<file path="src/rtl/tfc_pkg.sv">
// Shared widths, register indexes and pipeline control type for the triangle flip check.
`default_nettype none

package tfc_pkg;

	localparam int COORD_W     = 16;
	localparam int INDEX_W     = 24;
	localparam int EDGE_W      = COORD_W + 1;
	localparam int MAG_W       = 34;
	localparam int HALF_W      = MAG_W / 2;
	localparam int PROD_W      = 2 * MAG_W;
	localparam int LIMB_W      = 24;
	localparam int WIDE_W      = 3 * LIMB_W;
	localparam int WIDE_PROD_W = 2 * WIDE_W;
	localparam int SUM_W       = PROD_W + 2;

	typedef enum logic [2:0] {
		REG_MOVING_INDEX = 3'd0,
		REG_OLD_X        = 3'd1,
		REG_OLD_Y        = 3'd2,
		REG_OLD_Z        = 3'd3,
		REG_NEW_X        = 3'd4,
		REG_NEW_Y        = 3'd5,
		REG_NEW_Z        = 3'd6
	} reg_index_t;

	typedef struct packed {
		logic vld;
		logic touch;
		logic degen;
		logic neg;
	} ctl_t;

endpackage

`default_nettype wire

</file>
<file path="src/rtl/tfc_mul34.sv">
// Two-stage unsigned 34 x 34 multiplier built from 17 x 17-bit partial products.
`default_nettype none

module tfc_mul34 (
	input  wire logic                       clk,
	input  wire logic                       en,
	input  wire logic [tfc_pkg::MAG_W-1:0]  a,
	input  wire logic [tfc_pkg::MAG_W-1:0]  b,
	output logic      [tfc_pkg::PROD_W-1:0] p
);
	import tfc_pkg::*;

	logic [MAG_W-1:0] pp_s1 [4];

	always_ff @(posedge clk) begin
		if (en) begin
			pp_s1[0] <= a[HALF_W-1:0] * b[HALF_W-1:0];
			pp_s1[1] <= a[HALF_W-1:0] * b[MAG_W-1:HALF_W];
			pp_s1[2] <= a[MAG_W-1:HALF_W] * b[HALF_W-1:0];
			pp_s1[3] <= a[MAG_W-1:HALF_W] * b[MAG_W-1:HALF_W];
		end
	end

	always_ff @(posedge clk) begin
		if (en) begin
			p <= PROD_W'(pp_s1[0])
				+ ((PROD_W'(pp_s1[1]) + PROD_W'(pp_s1[2])) << HALF_W)
				+ (PROD_W'(pp_s1[3]) << MAG_W);
		end
	end

endmodule

`default_nettype wire

</file>
<file path="config.mk">
export PLATFORM = sky130hd
export DESIGN_NAME = tfc_mul34
export DESIGN_NICKNAME = d
export VERILOG_FILES = /design/src/rtl/tfc_pkg.sv /design/src/rtl/tfc_mul34.sv
export SDC_FILE = /design/constraint.sdc
export NUM_CORES = 2
export LEC_CHECK = 0
export ABC_AREA = 1
export BUFFER_PORTS_ARGS = -buffer_cell sky130_fd_sc_hd__buf_2
export CAP_MARGIN = 20
export CELL_PAD_IN_SITES_DETAIL_PLACEMENT = 0
export CELL_PAD_IN_SITES_GLOBAL_PLACEMENT = 1
export CORE_UTILIZATION = 45
export CTS_BUF_LIST = sky130_fd_sc_hd__clkbuf_2 sky130_fd_sc_hd__clkbuf_4 sky130_fd_sc_hd__clkbuf_8
export CTS_CLUSTER_SIZE = 8
export DETAILED_ROUTE_END_ITERATION = 6
export PLACE_DENSITY = 0.73
export SETUP_SLACK_MARGIN = 0.2
export SYNTH_ARGS = -nofsm -noshare
export SYNTH_HDL_FRONTEND = slang
export SYNTH_SLANG_ARGS = --single-unit
</file>
<file path="constraint.sdc">
create_clock -name clk -period 9.1 [get_ports clk]
set_input_delay 0.91 -clock clk [delete_from_list [all_inputs] [get_ports clk]]
set_output_delay 0.91 -clock clk [all_outputs]
set_load 0.1 [all_outputs]
</file>
==> impl_metrics.csv <==
group,metric,value,unit
outcome,run_status,"complete, no violations",
clocking,post_cts_buffers,0,
setup_path,r2r_start,"pp_s1[2][0]",
setup_path,cpMostUsedCell,"fa_1",
global_routing,grt_max_degree,71,
logic_synthesis,synthTopCellsByCount,"2037 x nand2_1, 1957 x inv_1, 898 x fa_1",
logic_synthesis,synth.most_common_cell,"nand2_1",
layout,nets,8349,
logic_synthesis,seq_area_frac_synth,11.7,%
sta,finalClockSkew,0.0308,ns
detailed_routing,drc,0,
layout,post-route-util,47.8,%
logic_synthesis,synthArstFlopShare,0,%
sta,slew_violations,0,
clocking,clock_path_buffers,3,
detailed_routing,num_vias,42100,
sta,max_freq,153,MHz
layout,nFillCells,11800,
global_routing,grt_pass1_vias,43500,
detailed_routing,drtPass1Iterations,6,
logic_synthesis,synthDistinctLibCells,39,
clocking,cts_tree,"yes",
logic_synthesis,yosys-top-cells-area,"fa_1 34%, nand2_1 15%, inv_1 14%",
sta,finalSetupTns,0,ns
logic_synthesis,synth_top_area_share,34.3,%
global_routing,antenna_found_initial,4,
hold_path,hold_depth,0,
clocking,clock_sinks,204,
setup_path,critical-path-max-stage-delay,0.53,ns
global_routing,grt_use_total,27.6,%
setup_path,critPathMaxFanout,18,
global_routing,grt_pass1_wl,249,mm
clocking,post_cts_resized,0,
sta,rsz0062_at_grt,"false",
clocking,clk_pin_slew,0.06,ns
setup_path,worst-r2r-cell-count,19,
floorplan,die_h,343,um
setup_path,crit_chain,"buf_2 > buf_4 > nand2_1 > fa_1 > fa_1 > fa_1 > inv_1 > ha_1 > fa_1 > inv_1 > fa_1 > inv_1 > ha_1 > nand2_1 > nor2_1 > nand2_1 > o211ai_1 > a21oi_1 > xnor2_1",
clocking,cts-htree-levels,2,
sta,maxSlewHeadroom,26.9,%
sta,fin_ws,2.56,ns
sta,worstMarginPinSlew,1.10,ns
placed_design,routabilityCongestion,0.971,
logic_synthesis,netlist_instances,6946,
layout,area_delta_synth_final,4.82,%
clocking,clk_latency,0.63,ns
global_routing,overflow,0,
clocking,cts_buffers,39,
floorplan,die_width,343,um
flow_run,cap_violations,0,
logic_synthesis,ys.flop_type,"edfxtp_1",
logic_synthesis,synth_edf_count,204,
sta,hold_viol,0,
setup_path,crit_start,"b[2]",
setup_path,worstPathRequired,9.45,ns
placed_design,portBuffers,137,
sta,fin_crit,6.54,ns
logic_synthesis,syn_nets,8415,
logic_synthesis,ys_seq_elements,204,
detailed_routing,totalWireLength,157,mm
logic_synthesis,yosys.area.top_type,"fa_1",
detailed_routing,viasPerCell,5.00,
detailed_routing,ant_nets,0,
floorplan,core-area,0.115,mm2
setup_path,crit_path_end_kind,"flip-flop",
hold_path,min_path_type,"flip-flop to flip-flop",
setup_path,regToRegEndpoint,"p[55]",
floorplan,ioPinCount,138,
floorplan,start_util,45.6,%
logic_synthesis,synth.yosys.warnings,0,
sta,fin_crit_sh,71.9,%
floorplan,die_area,0.118,mm2
detailed_routing,avgRoutedWirePerCell,18.6,um
clocking,cts-hold-fix-buffers,0,
setup_path,ff2ff_setup_slack,5.11,ns
setup_path,setup.worst_path.class,"primary input to flip-flop",
setup_path,crit_arrival,6.89,ns
hold_path,hold_start,"pp_s1[0][0]",
logic_synthesis,avgSynthCellArea,7.53,um2
placed_design,preCtsSetupSlack,2.14,ns
placed_design,dp.final_hpwl,125,mm
sta,setup_viol,0,
layout,drive_gt1_share,4.36,%
logic_synthesis,synth_area,0.0523,mm2
setup_path,critPathSlowestCell,"fa_1",
setup_path,crit_path_start_kind,"primary input",
floorplan,rows,124,
hold_path,holdPathEnd,"p[0]",
clocking,clockRootBuffer,"clkbuf_8",
sta,holdWs,0.420,ns
detailed_routing,drtIter0Drc,3096,
## sequential cells by signal, summed over array words and instances (netlist names)
register / flops
p: 68
pp_s1: 136
## how the worst max path moves through the flow
stage,endpoint,slack [ns]
final,pp_s1[2][20],2.56
after global routing,pp_s1[0][27],2.43
after CTS,pp_s1[2][21],2.82
after detailed placement,pp_s1[2][21],2.14
after global placement,pp_s1[2][19],2.11
after floorplan,pp_s1[3][33],3.10
## per-layer routing
metal	GRT usage (%)	share of wire, %	up-vias
met5	0	0.0083	-
met2	42.1	42	1344
met1	41.5	48	20700
li1	-	-	20000
met4	5.19	1.9	2
met3	4.06	7.8	142
## cell type report
| type | count | area (um2) | area share [%] |
|---|---|---|---|
| diodes | 2 | 5.00 | 0.00912 |
| clock buffers | 48 | 604 | 1.10 |
| clock inverters | 16 | 139 | 0.253 |
| inverters | 1963 | 7370 | 13.4 |
| multi-input cells | 4507 | 37800 | 68.9 |
| flip-flops and latches | 204 | 6130 | 11.2 |
| well taps | 1512 | 1890 | 3.45 |
| repair buffers | 165 | 905 | 1.65 |
## worst max-delay path, delay by kind of cell
kind,cells,cell delay (ns)
buffers and inverters,5,1.02
and+or+nand+nor,4,0.76
AOI/OAI and AO/OA,2,0.51
xor gates and xnor gates,1,0.48
adders and majority gates,7,3.17
## metrics by stage
stage,instances,cell area (um2)
global route,8417,54900
floorplan,6946,52300
global placement,8351,54100
CTS,8415,54900
finish,8417,54900
detailed placement,8351,54100
## layout by cell type (no fill, tap or decap), types with 3 or more instances in the layout
| master | n |
|---|---|
| a21boi_0 | 3 |
| a21o_1 | 17 |
| a21oi_1 | 198 |
| a31oi_1 | 4 |
| and2_1 | 4 |
| buf_2 | 136 |
| buf_4 | 28 |
| clkbuf_4 | 9 |
| clkbuf_8 | 40 |
| clkinv_1 | 5 |
| clkinv_2 | 4 |
| clkinvlp_4 | 3 |
| edfxtp_1 | 204 |
| fa_1 | 898 |
| ha_1 | 501 |
| inv_1 | 1957 |
| inv_2 | 6 |
| nand2_1 | 2037 |
| nand2_2 | 26 |
| nand3_1 | 149 |
| nand3_2 | 5 |
| nand3b_1 | 19 |
| nand4_1 | 34 |
| nor2_1 | 278 |
| nor2_2 | 19 |
| nor2_4 | 3 |
| nor3_1 | 43 |
| nor3_2 | 6 |
| nor3_4 | 3 |
| nor4_1 | 4 |
| o211ai_1 | 7 |
| o21a_1 | 8 |
| o21ai_0 | 85 |
| o21ai_2 | 3 |
| o21bai_1 | 16 |
| xnor2_1 | 27 |
| xor2_1 | 100 |
## cell families after synthesis
family          Yosys count  synth area share (%)
simple gates           2637                  20.2
compound gates          344                  3.59
flops                   204                  11.7
fa+ha+maj              1399                  46.3
xor+xnor                127                  2.13
buf+inv                2235                  16.0
Power is left out: the tool's default activity adds up to more than one toggle a clock period on the data nets, which glitch-free logic cannot reach.
